==> src/rtf_pkg.sv <==
`default_nettype none
package rtf_pkg;

  localparam int BYTE_W    = 8;
  localparam int LEN_W     = 9;
  localparam int ADDR_W    = 32;
  localparam int CFG_IDX_W = 1;
  localparam int HDR_IDX_W = 5;
  localparam int QDEPTH    = 2;
  localparam int QPTR_W    = 1;
  localparam int QCNT_W    = 2;

  // start byte, two length bytes, then the 14 header bytes
  localparam int HDR_BEATS = 17;
  // header bytes from this position on enter the checksum
  localparam logic [HDR_IDX_W-1:0] SUM_FIRST_IDX = 5'd3;

  localparam logic [BYTE_W-1:0] START_BYTE = 8'h7E;
  localparam logic [BYTE_W-1:0] API_TYPE   = 8'h10;
  localparam logic [BYTE_W-1:0] FRAME_ID   = 8'h00;
  localparam logic [BYTE_W-1:0] NET_ADDR_H = 8'hFF;
  localparam logic [BYTE_W-1:0] NET_ADDR_L = 8'hFE;
  localparam logic [BYTE_W-1:0] OPT_BYTE   = 8'h00;
  localparam logic [BYTE_W-1:0] CSUM_BASE  = 8'hFF;
  localparam logic [15:0]       HDR_LEN    = 16'd14;

  localparam logic [ADDR_W-1:0] DEST_HIGH_RST = 32'h0013A200;
  localparam logic [ADDR_W-1:0] DEST_LOW_RST  = 32'h42839F27;

  localparam logic [CFG_IDX_W-1:0] REG_DEST_HIGH = 1'b0;
  localparam logic [CFG_IDX_W-1:0] REG_DEST_LOW  = 1'b1;

  typedef struct packed {
    logic [BYTE_W-1:0] data;
    logic              first;
    logic              last;
    logic [LEN_W-1:0]  len;
  } q_entry_t;

  typedef struct packed {
    logic     valid;
    q_entry_t entry;
  } q_head_t;

  function automatic logic [BYTE_W-1:0] hdr_byte(
    input logic [HDR_IDX_W-1:0] idx,
    input logic [15:0]          flen,
    input logic [ADDR_W-1:0]    hi,
    input logic [ADDR_W-1:0]    lo
  );
    logic [BYTE_W-1:0] b;
    case (idx)
      5'd0:    b = START_BYTE;
      5'd1:    b = flen[15:8];
      5'd2:    b = flen[7:0];
      5'd3:    b = API_TYPE;
      5'd4:    b = FRAME_ID;
      5'd5:    b = hi[31:24];
      5'd6:    b = hi[23:16];
      5'd7:    b = hi[15:8];
      5'd8:    b = hi[7:0];
      5'd9:    b = lo[31:24];
      5'd10:   b = lo[23:16];
      5'd11:   b = lo[15:8];
      5'd12:   b = lo[7:0];
      5'd13:   b = NET_ADDR_H;
      5'd14:   b = NET_ADDR_L;
      default: b = OPT_BYTE;
    endcase
    return b;
  endfunction

endpackage
`default_nettype wire

==> src/rtf_front.sv <==
`default_nettype none
module rtf_front #(
  parameter int MAX_PAYLOAD = 256
) (
  input  wire logic                      clk,
  input  wire logic                      rst_n,
  input  wire logic                      in_valid,
  output logic                           in_stall,
  input  wire logic [7:0]                in_payload_byte,
  input  wire logic [8:0]                in_payload_length,
  input  wire logic                      q_full,
  output logic                           q_push,
  output rtf_pkg::q_entry_t              q_wdata
);
  import rtf_pkg::*;

  logic             in_frame_r;
  logic [LEN_W-1:0] rem_r;
  logic [LEN_W-1:0] len_sat;
  logic [LEN_W-1:0] rem_cur;
  logic [LEN_W-1:0] rem_nxt;
  logic             first;
  logic             last;

  always_comb begin
    if (in_payload_length == '0) begin
      len_sat = LEN_W'(1);
    end else if ({8'b0, in_payload_length} > 17'(MAX_PAYLOAD)) begin
      len_sat = LEN_W'(MAX_PAYLOAD);
    end else begin
      len_sat = in_payload_length;
    end
    first   = !in_frame_r;
    rem_cur = first ? len_sat : rem_r;
    rem_nxt = rem_cur - LEN_W'(1);
    last    = (rem_nxt == '0);
  end

  assign in_stall      = q_full;
  assign q_push        = in_valid && !q_full;
  assign q_wdata.data  = in_payload_byte;
  assign q_wdata.first = first;
  assign q_wdata.last  = last;
  assign q_wdata.len   = len_sat;

  always_ff @(posedge clk) begin
    if (!rst_n) begin
      in_frame_r <= 1'b0;
      rem_r      <= '0;
    end else if (q_push) begin
      in_frame_r <= !last;
      rem_r      <= rem_nxt;
    end
  end

endmodule
`default_nettype wire

==> src/rtf_queue.sv <==
`default_nettype none
module rtf_queue (
  input  wire logic              clk,
  input  wire logic              rst_n,
  input  wire logic              push,
  input  wire rtf_pkg::q_entry_t wdata,
  output logic                   full,
  output rtf_pkg::q_head_t       head,
  input  wire logic              pop
);
  import rtf_pkg::*;

  q_entry_t          mem_r [QDEPTH];
  logic [QPTR_W-1:0] wr_ptr_r;
  logic [QPTR_W-1:0] rd_ptr_r;
  logic [QCNT_W-1:0] cnt_r;

  assign full        = (cnt_r == QCNT_W'(QDEPTH));
  assign head.valid  = (cnt_r != '0);
  assign head.entry  = mem_r[rd_ptr_r];

  always_ff @(posedge clk) begin
    if (push) begin
      mem_r[wr_ptr_r] <= wdata;
    end
  end

  always_ff @(posedge clk) begin
    if (!rst_n) begin
      wr_ptr_r <= '0;
      rd_ptr_r <= '0;
      cnt_r    <= '0;
    end else begin
      if (push) begin
        wr_ptr_r <= wr_ptr_r + QPTR_W'(1);
      end
      if (pop) begin
        rd_ptr_r <= rd_ptr_r + QPTR_W'(1);
      end
      case ({push, pop})
        2'b10:   cnt_r <= cnt_r + QCNT_W'(1);
        2'b01:   cnt_r <= cnt_r - QCNT_W'(1);
        default: cnt_r <= cnt_r;
      endcase
    end
  end

endmodule
`default_nettype wire

==> src/rtf_back.sv <==
`default_nettype none
module rtf_back (
  input  wire logic                  clk,
  input  wire logic                  rst_n,
  input  wire rtf_pkg::q_head_t      head,
  output logic                       pop,
  input  wire logic [31:0]           dest_high,
  input  wire logic [31:0]           dest_low,
  output logic                       out_valid,
  input  wire logic                  out_stall,
  output logic [7:0]                 out_byte,
  output logic                       out_end_of_frame
);
  import rtf_pkg::*;

  typedef enum logic [1:0] {ST_HEAD, ST_BODY, ST_CSUM} state_t;

  state_t                st_r, st_nxt;
  logic [HDR_IDX_W-1:0]  idx_r, idx_nxt;
  logic [BYTE_W-1:0]     sum_r, sum_nxt;
  logic                  out_valid_r, out_valid_nxt;
  logic [BYTE_W-1:0]     out_byte_r, out_byte_nxt;
  logic                  out_eof_r, out_eof_nxt;
  logic                  adv;
  logic [15:0]           flen;
  logic [BYTE_W-1:0]     hbyte;

  assign adv   = !out_valid_r || !out_stall;
  assign flen  = 16'(head.entry.len) + HDR_LEN;
  assign hbyte = hdr_byte(idx_r, flen, dest_high, dest_low);

  always_comb begin
    st_nxt        = st_r;
    idx_nxt       = idx_r;
    sum_nxt       = sum_r;
    out_valid_nxt = out_valid_r;
    out_byte_nxt  = out_byte_r;
    out_eof_nxt   = out_eof_r;
    pop           = 1'b0;
    if (adv) begin
      out_valid_nxt = head.valid;
      if (head.valid) begin
        unique case (st_r)
          ST_HEAD: begin
            if (head.entry.first) begin
              out_byte_nxt = hbyte;
              out_eof_nxt  = 1'b0;
              if (idx_r >= SUM_FIRST_IDX) begin
                sum_nxt = sum_r + hbyte;
              end else begin
                sum_nxt = '0;
              end
              idx_nxt = idx_r + HDR_IDX_W'(1);
              if (idx_r == HDR_IDX_W'(HDR_BEATS - 1)) begin
                st_nxt = ST_BODY;
              end
            end else begin
              out_byte_nxt = head.entry.data;
              out_eof_nxt  = 1'b0;
              sum_nxt      = sum_r + head.entry.data;
              if (head.entry.last) begin
                st_nxt = ST_CSUM;
              end else begin
                pop = 1'b1;
              end
            end
          end
          ST_BODY: begin
            out_byte_nxt = head.entry.data;
            out_eof_nxt  = 1'b0;
            sum_nxt      = sum_r + head.entry.data;
            if (head.entry.last) begin
              st_nxt = ST_CSUM;
            end else begin
              pop     = 1'b1;
              st_nxt  = ST_HEAD;
              idx_nxt = '0;
            end
          end
          ST_CSUM: begin
            out_byte_nxt = CSUM_BASE - sum_r;
            out_eof_nxt  = 1'b1;
            sum_nxt      = '0;
            pop          = 1'b1;
            st_nxt       = ST_HEAD;
            idx_nxt      = '0;
          end
          default: st_nxt = ST_HEAD;
        endcase
      end
    end
  end

  always_ff @(posedge clk) begin
    if (!rst_n) begin
      st_r        <= ST_HEAD;
      idx_r       <= '0;
      sum_r       <= '0;
      out_valid_r <= 1'b0;
    end else begin
      st_r        <= st_nxt;
      idx_r       <= idx_nxt;
      sum_r       <= sum_nxt;
      out_valid_r <= out_valid_nxt;
    end
    out_byte_r <= out_byte_nxt;
    out_eof_r  <= out_eof_nxt;
  end

  assign out_valid        = out_valid_r;
  assign out_byte         = out_byte_r;
  assign out_end_of_frame = out_eof_r;

endmodule
`default_nettype wire

==> src/radio_api_transmit_framer.sv <==
// Transmit-request framer: turns a stream of payload bytes into API frames.
// Input channel (in_valid / in_stall): one payload byte per beat; the
// payload length is sampled on the first byte of each frame only.
// Output channel (out_valid / out_stall): one frame byte per beat, with
// out_end_of_frame set on the closing checksum byte.
// Config channel (cfg_valid / cfg_ready): cfg_index 0 writes the upper and
// 1 the lower half of the destination address; cfg_ready is always high.
// Write it only while no frame is in flight.
// An accepted input byte passes through the queue and the output register.
// Throughput is one output byte per cycle while out_stall is low: a first
// byte yields the start, length and header bytes, then itself; a middle
// byte, itself; a last byte, itself and the checksum. A two-entry queue
// sits between input classifier and serializer, so input keeps flowing
// while the output stalls, until the queue is full; in_stall shows full.
// Reset clears the frame state, the queue and the output valid flag, and
// restores the default destination address.
`default_nettype none
module radio_api_transmit_framer #(
  parameter int MAX_PAYLOAD = 256
) (
  input  wire logic                          clk,
  input  wire logic                          rst_n,
  input  wire logic                          in_valid,
  output logic                               in_stall,
  input  wire logic [7:0]                    in_payload_byte,
  input  wire logic [8:0]                    in_payload_length,
  output logic                               out_valid,
  input  wire logic                          out_stall,
  output logic [7:0]                         out_byte,
  output logic                               out_end_of_frame,
  input  wire logic                          cfg_valid,
  output logic                               cfg_ready,
  input  wire logic [rtf_pkg::CFG_IDX_W-1:0] cfg_index,
  input  wire logic [31:0]                   cfg_wdata
);
  import rtf_pkg::*;

  logic [ADDR_W-1:0] dest_high_r;
  logic [ADDR_W-1:0] dest_low_r;
  logic              q_full;
  logic              q_push;
  q_entry_t          q_wdata;
  q_head_t           q_head;
  logic              q_pop;

  assign cfg_ready = 1'b1;

  always_ff @(posedge clk) begin
    if (!rst_n) begin
      dest_high_r <= DEST_HIGH_RST;
      dest_low_r  <= DEST_LOW_RST;
    end else if (cfg_valid && cfg_ready) begin
      unique case (cfg_index)
        REG_DEST_HIGH: dest_high_r <= cfg_wdata;
        REG_DEST_LOW:  dest_low_r  <= cfg_wdata;
        default:       ;
      endcase
    end
  end

  rtf_front #(
    .MAX_PAYLOAD(MAX_PAYLOAD)
  ) u_front (
    .clk              (clk),
    .rst_n            (rst_n),
    .in_valid         (in_valid),
    .in_stall         (in_stall),
    .in_payload_byte  (in_payload_byte),
    .in_payload_length(in_payload_length),
    .q_full           (q_full),
    .q_push           (q_push),
    .q_wdata          (q_wdata)
  );

  rtf_queue u_queue (
    .clk  (clk),
    .rst_n(rst_n),
    .push (q_push),
    .wdata(q_wdata),
    .full (q_full),
    .head (q_head),
    .pop  (q_pop)
  );

  rtf_back u_back (
    .clk             (clk),
    .rst_n           (rst_n),
    .head            (q_head),
    .pop             (q_pop),
    .dest_high       (dest_high_r),
    .dest_low        (dest_low_r),
    .out_valid       (out_valid),
    .out_stall       (out_stall),
    .out_byte        (out_byte),
    .out_end_of_frame(out_end_of_frame)
  );

endmodule
`default_nettype wire

==> config.mk <==
export PLATFORM = sky130hd
export DESIGN_NAME = radio_api_transmit_framer
export DESIGN_NICKNAME = d
export VERILOG_FILES = /design/src/rtf_pkg.sv /design/src/rtf_front.sv /design/src/rtf_queue.sv /design/src/rtf_back.sv /design/src/radio_api_transmit_framer.sv
export SDC_FILE = /design/constraint.sdc
export NUM_CORES = 1
export LEC_CHECK = 0
export CORE_ASPECT_RATIO = 2
export CORE_MARGIN = 8
export CORE_UTILIZATION = 30
export CTS_CLUSTER_DIAMETER = 40
export DETAILED_ROUTE_END_ITERATION = 6
export DONT_BUFFER_PORTS = 1
export GPL_TIMING_DRIVEN = 0
export PLACE_DENSITY = 0.52
export SLEW_MARGIN = 20
export SYNTH_ARGS = -nofsm -noshare
export SYNTH_HDL_FRONTEND = slang
export SYNTH_HIERARCHICAL = 1
export SYNTH_SLANG_ARGS = --single-unit
export TNS_END_PERCENT = 20
==> constraint.sdc <==
create_clock -name clk -period 4 [get_ports clk]
set_input_delay 0.2 -clock clk [delete_from_list [all_inputs] [get_ports clk]]
set_output_delay 0.2 -clock clk [all_outputs]
set_load 0.005 [all_outputs]
Word level (Yosys, flattened, before mapping)
Memory sizes are Yosys's and may differ from the RTL's. A register that Yosys moved wholly into a read port is not among the register bits.
Index checks and enable logic that the tools add are counted.

operators by class
  $add $sub $neg = 10
  magnitude comparators = 2
  equal/unequal tests = 23
  mux-type cells = 28
  bitwise gates (word level) = 1
  reductions and logical operators = 22

operator list
  kind                                                  number
  one-hot mux 8 bit (14 select lines)                   1
  one-hot mux 8 bit (3 select lines)                    2
  equality test 5 x 4 -> 1 bit (second input constant)  7
  two-way mux 9 bit                                     3
  two-way mux 8 bit                                     3
  logical NOT 9 bit                                     2
  adder 8 bit                                           2
  equality test 5 x 3 -> 1 bit (second input constant)  3
  one-hot mux 5 bit (3 select lines)                    1
  adder 9 x 4 -> 10 bit (second input constant)         1
  equality test 5 x 2 -> 1 bit (second input constant)  2
  two-way mux 5 bit                                     2
  > comparator 9 bit (second input constant)            1
  subtractor 9 x 1 -> 9 bit (second input constant)     1
  two-way mux 1 bit                                     8
  two-way mux 2 bit                                     4
  one-hot mux 2 bit (2 select lines)                    2
  subtractor 8 bit (first input constant)               1
  equality test 2 bit (second input constant)           3
  AND reduction 3 bit                                   2
  nonzero test 2 bit                                    3
  adder 5 x 1 -> 5 bit (second input constant)          1
  equality test 5 x 1 -> 1 bit (second input constant)  1
  equality test 5 bit (second input constant)           1
  21 further kinds                                      29

word-level totals
  bits in registers = 103
  bits in writable memories = 38
  bits of input ports = 55
  output and inout bits = 12
  logic and storage cells = 100
  memories kept = 1

memories
  memory         words  width  rd ports  clocked after memory_dff  write ports  RTL line         text
  u_queue.mem_r  2      19     1         1                         1            rtf_queue.sv:13  q_entry_t mem_r [QDEPTH];

Logic depth before layout (Yosys ltp)
Gate-level depths: netlist of run 1.

  word-level depth = 7
  gate-level depth with buffers = 16
  mapped depth without buffers = 15

By module
Netlist of run 1, hierarchy kept.

modules (own cells, without submodules)
  module                     instances  cells an instance  area each (um^2)  sequential area each (um^2)
  rtf_back                   1          331                2656.3            590.6
  radio_api_transmit_framer  1          269                2577.5            1281.2
  rtf_queue                  1          81                 1586.5            1241.2
  rtf_front                  1          127                947.2             200.2

Worst setup path before layout of run 1
Ideal clock, no wire load.

  path kind = flip-flop to flip-flop
  from = reg u_back.idx_r[0]
  to = reg u_back.sum_r[6]
  setup time = 74 ps
  arrival = 3292 ps
  data required time = 3926 ps
  setup slack = 634 ps
  cell stages (with the launch flop) = 16
  path buffers = 1
  clock period less this slack = 3366 ps
  path through = dfxtp_1 > inv_1 > ha_1 > nor4bb_1 > clkbuf_1 > a221o_1 > a21oi_1 > o221ai_1 > ha_1 > fa_1 > a21o_1 > a21oi_1 > o21bai_1 > a21oi_1 > mux2_2 > a31oi_1

between the ends
  cells in the longest elaborated chain, start to end = 6
  elaborated cells on any way between the ends = 20
  those cells by class = add/sub (1); order compare (1); eq/ne (13); mux (4); reduce/logical (1)

ends and longest elaborated chain
  element                                               RTL line         text
  from (decl)                                           rtf_back.sv:19   logic [HDR_IDX_W-1:0] idx_r, idx_nxt;
  from (signal assigned)                                rtf_back.sv:102  idx_r <= idx_nxt;
  equality test 5 x 4 -> 1 bit (tied with other cells)  rtf_pkg.sv:52    case (idx)
  one-hot mux 8 bit (14 select lines)                   rtf_pkg.sv:52
  adder 8 bit                                           rtf_back.sv:49   sum_nxt = sum_r + hbyte;
  two-way mux 8 bit (*)                                 rtf_back.sv:48   if (idx_r >= SUM_FIRST_IDX) begin
  two-way mux 8 bit (*)                                 rtf_back.sv:45   if (head.entry.first) begin
  one-hot mux 8 bit (3 select lines) (*)                rtf_back.sv:43   unique case (st_r)
  to (signal assigned)                                  rtf_back.sv:103  sum_r <= sum_nxt;
  to (decl)                                             rtf_back.sv:20   logic [BYTE_W-1:0] sum_r, sum_nxt;

Mark *: on every way between the ends. The rest lies on a longest branch, timed or not.
A chain may end at the register's enable or synchronous reset.

Worst setup path after layout of run 1
Same ends and word-level chain as after synthesis.

==> results of run 1 <==
final cells by class:
| type | instances | share of cell area |
|---|---|---|
| antenna | 4 | 0.00108 |
| buffer | 60 | 0.0409 |
| clock buffer | 26 | 0.0595 |
| clock inverter | 6 | 0.00956 |
| inverter | 41 | 0.0168 |
| multi-input combinational | 564 | 0.423 |
| sequential | 142 | 0.357 |
| tap | 340 | 0.0458 |
| timing repair buffer | 43 | 0.0468 |
worst max-delay path, stage by stage, from the launching register on:
cell	delay, ns
dfxtp_2	0.41
inv_1	0.08
ha_2	0.26
nor4bb_1	0.15
clkbuf_1	0.21
a221o_1	0.38
a21oi_1	0.18
o221ai_2	0.16
ha_1	0.25
fa_1	0.41
a21o_1	0.18
a21oi_1	0.22
o21bai_1	0.09
a21oi_1	0.16
mux2_2	0.36
a31oi_1	0.19
flip-flops by register name (all words and copies together), names as in the netlist, named ones only:
name and count:
u_queue/mem_r 38, u_back/out_valid 1, u_queue/wr_ptr_r 1, u_front/in_frame_r 1, u_queue/cnt_r 2, dest_low_r 32
u_front/rem_r 9, u_back/out_byte 8, dest_high_r 32, u_back/out_end_of_frame 1, u_back/idx_r 5, u_back/st_r 2
u_queue/rd_ptr_r 1, u_back/sum_r 8
repair_timing:
action	4_1_cts	5_1_grt
buffers inserted	0	0
hold buffers	42	0
setup endpoints to repair	1	1
resized for setup	1	4
endpoints found under the hold margin	99	0
kinds of logic after synthesis:
logic type	share of synthesized area
multiplexers	0.0952
AO/OA/AOI/OAI	0.165
adder cells (fa/ha/maj)	0.0470
buffers and inverters	0.0693
AND/OR/NAND/NOR	0.174
flip-flops	0.427
other	0.000483
XOR/XNOR	0.0226
metal layers:
metal	routed length (µm)	share of wire	vias to the layer above
met1	8240	0.35	2937
met2	13000	0.55	134
met4	1390	0.059	0
li1	-	-	3025
met3	823	0.035	54
met5	0	0	-
cells in the mapped netlist, types with 11 or more instances:
| library cell | n |
|---|---|
| o211ai_1 | 15 |
| clkbuf_1 | 19 |
| xnor2_1 | 12 |
| nand2_1 | 102 |
| buf_4 | 15 |
| mux2i_1 | 48 |
| nand3b_1 | 13 |
| mux2_2 | 22 |
| nor3_1 | 11 |
| nand2b_1 | 14 |
| a21oi_1 | 36 |
| dfxtp_1 | 95 |
| buf_2 | 17 |
| nor2_1 | 47 |
| a221o_1 | 13 |
| o21ai_0 | 26 |
| ha_1 | 26 |
| nor2b_1 | 20 |
| edfxtp_1 | 47 |
| inv_1 | 40 |
| nand3_1 | 23 |
through the flow:
stage	TNS, ns	hold slack [ns]	power [mW]	cells
global route	0	0.00707	6.13	1226
CTS	0	0.00656	5.82	1223
global placement	0	0.326	4.01	1148
floorplan	0	0.318	3.46	808
finish	0	0.0250	5.77	1226
detailed placement	-0.0125	0.327	4.05	1149
placed cells by master, fill, tap and decap left out, types with 7 or more instances in the layout:
cell type / synthesis / routed
o211ai_2: 10 / 10
buf_6: 10 / 10
nor3b_1: 8 / 8
buf_4: 15 / 15
nand3b_1: 13 / 13
a22o_1: 8 / 8
buf_2: 17 / 16
inv_1: 40 / 40
nor3_1: 11 / 11
mux2i_1: 48 / 48
dfxtp_1: 95 / 94
clkbuf_1: 19 / 21
a21oi_1: 36 / 36
nor2_1: 47 / 46
ha_1: 26 / 24
nand2b_1: 14 / 14
nand2_1: 102 / 102
a221oi_1: 8 / 8
nand4_1: 7 / 7
edfxtp_1: 47 / 47
xor2_1: 8 / 8
o31ai_1: 7 / 7
dlygate4sd3_1: 0 / 42
nand3_1: 23 / 23
a22oi_1: 8 / 8
o21ai_0: 26 / 26
mux2_2: 22 / 22
a221o_1: 13 / 13
xnor2_1: 12 / 12
clkbuf_16: 0 / 20
nor2b_1: 20 / 20
o211ai_1: 15 / 15
power groups by stage:
stage               Sequential (mW)  Clock, mW  Combinational, mW
global route                   1.98       1.81               2.34
floorplan                      1.91          0               1.55
CTS                            1.95       1.75               2.11
finish                         1.94       1.72               2.11
detailed placement             1.98          0               2.07
global placement               1.98          0               2.04
worst max path at each step:
stage	end	start	slack [ns]	cells after the start
after global placement	u_back/sum_r[6]	u_back/idx_r[0]	0.03	15
after global routing	u_back/sum_r[6]	u_back/idx_r[0]	0.003	15
after detailed placement	u_back/sum_r[6]	u_back/idx_r[0]	-0.01	15
after CTS	u_back/sum_r[6]	u_back/idx_r[0]	0.08	15
after floorplan	u_back/sum_r[6]	u_back/idx_r[0]	0.63	15
final	u_back/sum_r[6]	u_back/idx_r[0]	0.23	15
==> results.tsv, run 1 <==
metric	value	unit
ys_seq_elements	142	
p_leak	3.67	nW
overflow	0	
switching_share	0.351	
ctsHtreeMaxLevel	4	
p_seq_frac	0.337	
grt_use_met1	0.143	
hold_depth	2	
synth-edff-count	47	
wl_per_cell	19.1	µm
finalSetupViolCount	0	
synth.area.top_cells	dfxtp_1 (24%), edfxtp_1 (18%), mux2i_1 (6.2%)	
hp-class	input pin to register	
synth_top_area_share	0.245	
antenna_found_initial	1	
clkSlewWorstSetupHoldPaths	0.06	ns
top_usage_layer	met2	
min_period	3.77	ns
max_freq	0.266	GHz
clockPowerShare	0.297	
power_per_cell_area	621	mW/mm²
met2_usage	0.285	
hold_path_end	dest_low_r[3]	
die_x	130	µm
finalWirelength	23.4	mm
grt_pass1_vias	6356	
die_h	244	µm
fp.dieArea	0.0316	mm²
track_usage	0.152	
cp.required	4.35	ns
yosysTopAreaCell	dfxtp_1	
r2r-start	u_back/idx_r[0]	
async_flop_share	0	
core	0.0255	mm²
outcome	finished clean	
nFillCells	2688	
root_buffer	clkbuf_16	
ant_nets	0	
gp_congestion	0.868	
synth_warnings	6	
cts_tree	built	
placed_area	0.00821	mm²
insertion_delay	0.43	ns
max-vdd-ir-drop	0.000245	V
met3_usage	0.0328	
cts.sink_count	142	
drc	0	
fin_crit_sh	0.942	
synthFlopType	dfxtp_1	
maxCapViolCount	0	
drt_first_pass_iters	5	
drt_iter0_drc	349	
critPathKind	register to register	
hold_violations	0	
syn-cell-area	0.00777	mm²
grt_start_max_net_pins	20	
timing.final.ws_setup	0.234	ns
via_per_inst	5.02	
p_int	3.74	mW
combPwrFrac	0.366	
regToRegSetupSlack	0.23	ns
crit_path_start_kind	register	
drive_gt1_frac	0.138	
ff2ff_path_depth	15	
multi_input_area	0.00393	mm²
grt_first_pass_wirelength	36.2	mm
clockBufferDepth	2	
syn_inst	808	
arrival	4.12	ns
switchingPower	2.03	mW
rr_endpoint	u_back/sum_r[6]	
port_buffers	0	
hpwl	17.9	mm
cts_buffers	17	
finalNetCount	952	
drv_slew	0	
rsz0062_at_grt	false	
end_kind	register	
syn_nets	891	
regArea	0.00331	mm²
fin_worst_skew	0.00727	ns
synth_cell_types	68	
hp-start	cfg_wdata[3]	
synth_seq_area_share	0.427	
syn_to_final_growth	19.7	%
fin_util	0.364	
postSynthAreaPerCell	9.61	µm²
start_util	0.304	
vias	6150	
num_io_pins	67	
design_area	0.00929	mm²
dp_worst_setup_slack	-0.0125	ns
rows	83	
slew_headroom	0.328	
crit_fanout	8	
worst_pin_slew	1.01	ns
(Power assumes the default switching activity.)
==> inputs of run 2 (changes only) <==
--- a/config.mk
+++ b/config.mk
@@ -13,6 +13,7 @@
 export DONT_BUFFER_PORTS = 1
 export GPL_TIMING_DRIVEN = 0
 export PLACE_DENSITY = 0.52
+export RECOVER_POWER = 50
 export SLEW_MARGIN = 20
 export SYNTH_ARGS = -nofsm -noshare
 export SYNTH_HDL_FRONTEND = slang
==> run 2 against run 1 <==
Sequential power about the same. Flip-flop and latch count stayed put. First-iteration DRC count grew 8.3%. Sequential share of layout area rose by 0.45 points. Routed wire length is 0.57% higher. Clock power about the same. Design area down 1.3%. Register-to-register slack about the same. Global-route usage stayed put. Final cell count stayed put.
==> results.tsv, run 2 (same netlist as run 1, synthesis figures left out) <==
metric	value	unit	change
switchingPower	2.03	mW	+0.15%
switching_share	0.352		+0.000939
critPathKind	register to register		
overflow	0		unchanged
hp-class	input pin to register		
drv_slew	0		unchanged
num_io_pins	67		unchanged
outcome	finished clean		
grt_first_pass_wirelength	36.2	mm	unchanged
drc	0		unchanged
fin_crit_sh	0.943		+0.000991
drt_first_pass_iters	5		unchanged
wl_per_cell	19.2	µm	+0.57%
hpwl	17.9	mm	unchanged
max-vdd-ir-drop	0.000245	V	-0.17%
crit_fanout	8		unchanged
root_buffer	clkbuf_16		
track_usage	0.152		unchanged
worst_pin_slew	1.04	ns	+0.0272 ns
grt_start_max_net_pins	20		unchanged
port_buffers	0		unchanged
rsz0062_at_grt	false		
clockPowerShare	0.298		about the same
die_x	130	µm	unchanged
ctsHtreeMaxLevel	4		unchanged
fp.dieArea	0.0316	mm²	unchanged
regToRegSetupSlack	0.23	ns	about the same
start_util	0.304		unchanged
top_register	u_queue/mem_r		
ff2ff_path_depth	15		unchanged
clkSlewWorstSetupHoldPaths	0.06	ns	about the same
drt_iter0_drc	378		+8.3%
crit_end	u_back/sum_r[6]		
arrival	4.12	ns	about the same
p_seq_frac	0.338		about the same
antenna_found_initial	1		unchanged
largest_register_ff_count	38		unchanged
ant_nets	0		unchanged
power_per_cell_area	628	mW/mm²	+1.1%
rr_endpoint	u_back/sum_r[6]		
cp-startpoint	u_back/idx_r[0]		
cts.sink_count	142		unchanged
min_period	3.77	ns	+0.00396 ns
end_kind	register		
r2r-start	u_back/idx_r[0]		
cp.required	4.35	ns	about the same
top_regs	u_queue/mem_r (38), dest_high_r (32), dest_low_r (32)		
slew_headroom	0.309		-0.0182
die_h	244	µm	unchanged
final_common_cell	nand2_1		
syn_to_final_growth	18.2	%	
power	5.76	mW	-0.12%
vias	6159		+0.15%
cts_buffers	17		unchanged
finalSetupViolCount	0		unchanged
p_int	3.73	mW	-0.27%
cts_tree	built		
hold_violations	0		unchanged
p_leak	3.60	nW	-2.0%
insertion_delay	0.43	ns	about the same
clockBufferDepth	2		unchanged
max_freq	0.265	GHz	-0.11%
drive_gt1_frac	0.113		-0.0249
finalWirelength	23.6	mm	+0.57%
layout_common_cells	nand2_1 (103), dfxtp_1 (94), mux2i_1 (48)		
design_area	0.00918	mm²	-1.3%
tns	0	ns	unchanged
core	0.0255	mm²	unchanged
post_cts_buffers	0		unchanged
rows	83		unchanged
maxCapViolCount	0		unchanged
crit_path_start_kind	register		
grt_pass1_vias	6356		unchanged
nFillCells	2706		+0.67%
combPwrFrac	0.364		-0.002
finalNetCount	952		unchanged
fin_worst_skew	0.00735	ns	+0.0000774 ns
via_per_inst	5.02		+0.15%
gp_congestion	0.868		unchanged
placed_area	0.00821	mm²	unchanged
==> run 2: cell count changes in the layout (fill, tap and decap cells not counted), moves of 3 or more <==
cell | before | now
o211ai_2 | 10 | 3
clkbuf_1 | 21 | 34
o211ai_1 | 15 | 22
buf_6 | 10 | 4
buf_4 | 15 | 5
clkbuf_4 | 1 | 4
==> run 2: power by group through the flow <==
stage / combinational [mW] / sequential [mW] / clock, mW
finish: 2.10 / 1.95 / 1.72
global route: 2.33 / 1.98 / 1.81
CTS: 2.11 / 1.95 / 1.75
detailed placement: 2.07 / 1.98 / 0
global placement: 2.04 / 1.98 / 0
floorplan: 1.55 / 1.91 / 0
==> run 2: repair_timing <==
| item | in CTS | in global routing |
|---|---|---|
| endpoints found under the hold margin | 99 | 0 |
| hold buffers | 42 | 0 |
| cloned | 0 | 0 |
| gates resized for setup | 1 | 4 |
| pin swaps | 0 | 0 |
| endpoints found under the setup margin | 1 | 1 |
==> run 2: routing by layer <==
layer	track usage	share of wire	up-vias
li1	-	-	3015
met1	0.143	0.36	2953
met2	0.285	0.55	135
met3	0.0328	0.033	56
met4	0.0997	0.059	0
met5	0	0	-
==> run 2: cell type report <==
type / instances / area (µm²) / share of cell area
Antenna cell: 4 / 10.0 / 0.00109
Buffer: 60 / 309 / 0.0337
Clock buffer: 26 / 553 / 0.0603
Clock inverter: 6 / 88.8 / 0.00968
Inverter: 41 / 156 / 0.0170
Multi-Input combinational cell: 564 / 3880 / 0.423
Sequential cell: 142 / 3310 / 0.361
Tap cell: 340 / 425 / 0.0464
Timing Repair Buffer: 43 / 435 / 0.0474
==> run 2: stage by stage <==
stage,worst slack (ns),std cells,hold WS (ns),utilization
6_report,0.230,1226,0.0230,0.359
5_1_grt,0.00290,1226,0.00736,0.359
4_1_cts,0.0794,1223,0.00656,0.363
3_5_place_dp,-0.0125,1149,0.327,0.321
3_3_place_gp,0.0328,1148,0.326,0.321
2_1_floorplan,0.634,808,0.318,-
==> run 2: worst min path at each step <==
stage	startpoint	endpoint	slack, ns	cells past startpoint
after floorplan	rst_n	u_queue/wr_ptr_r	0.32	1
after global placement	rst_n	u_front/rem_r[7]	0.33	1
after detailed placement	rst_n	u_front/rem_r[7]	0.33	1
after CTS	cfg_wdata[3]	dest_low_r[3]	0.007	2
after global routing	cfg_wdata[3]	dest_low_r[3]	0.007	2
final	cfg_wdata[3]	dest_low_r[3]	0.02	2
==> run 2: worst max-delay path: stages, from the launching register on <==
cell      delay [ns]
dfxtp_2         0.41
inv_1           0.08
ha_2            0.26
nor4bb_1        0.14
clkbuf_1        0.22
a221o_1         0.38
a21oi_1         0.18
o221ai_2        0.16
ha_1            0.24
fa_1            0.41
a21o_1          0.18
a21oi_1         0.22
o21bai_1        0.09
a21oi_1         0.16
mux2_2          0.36
a31oi_1         0.19
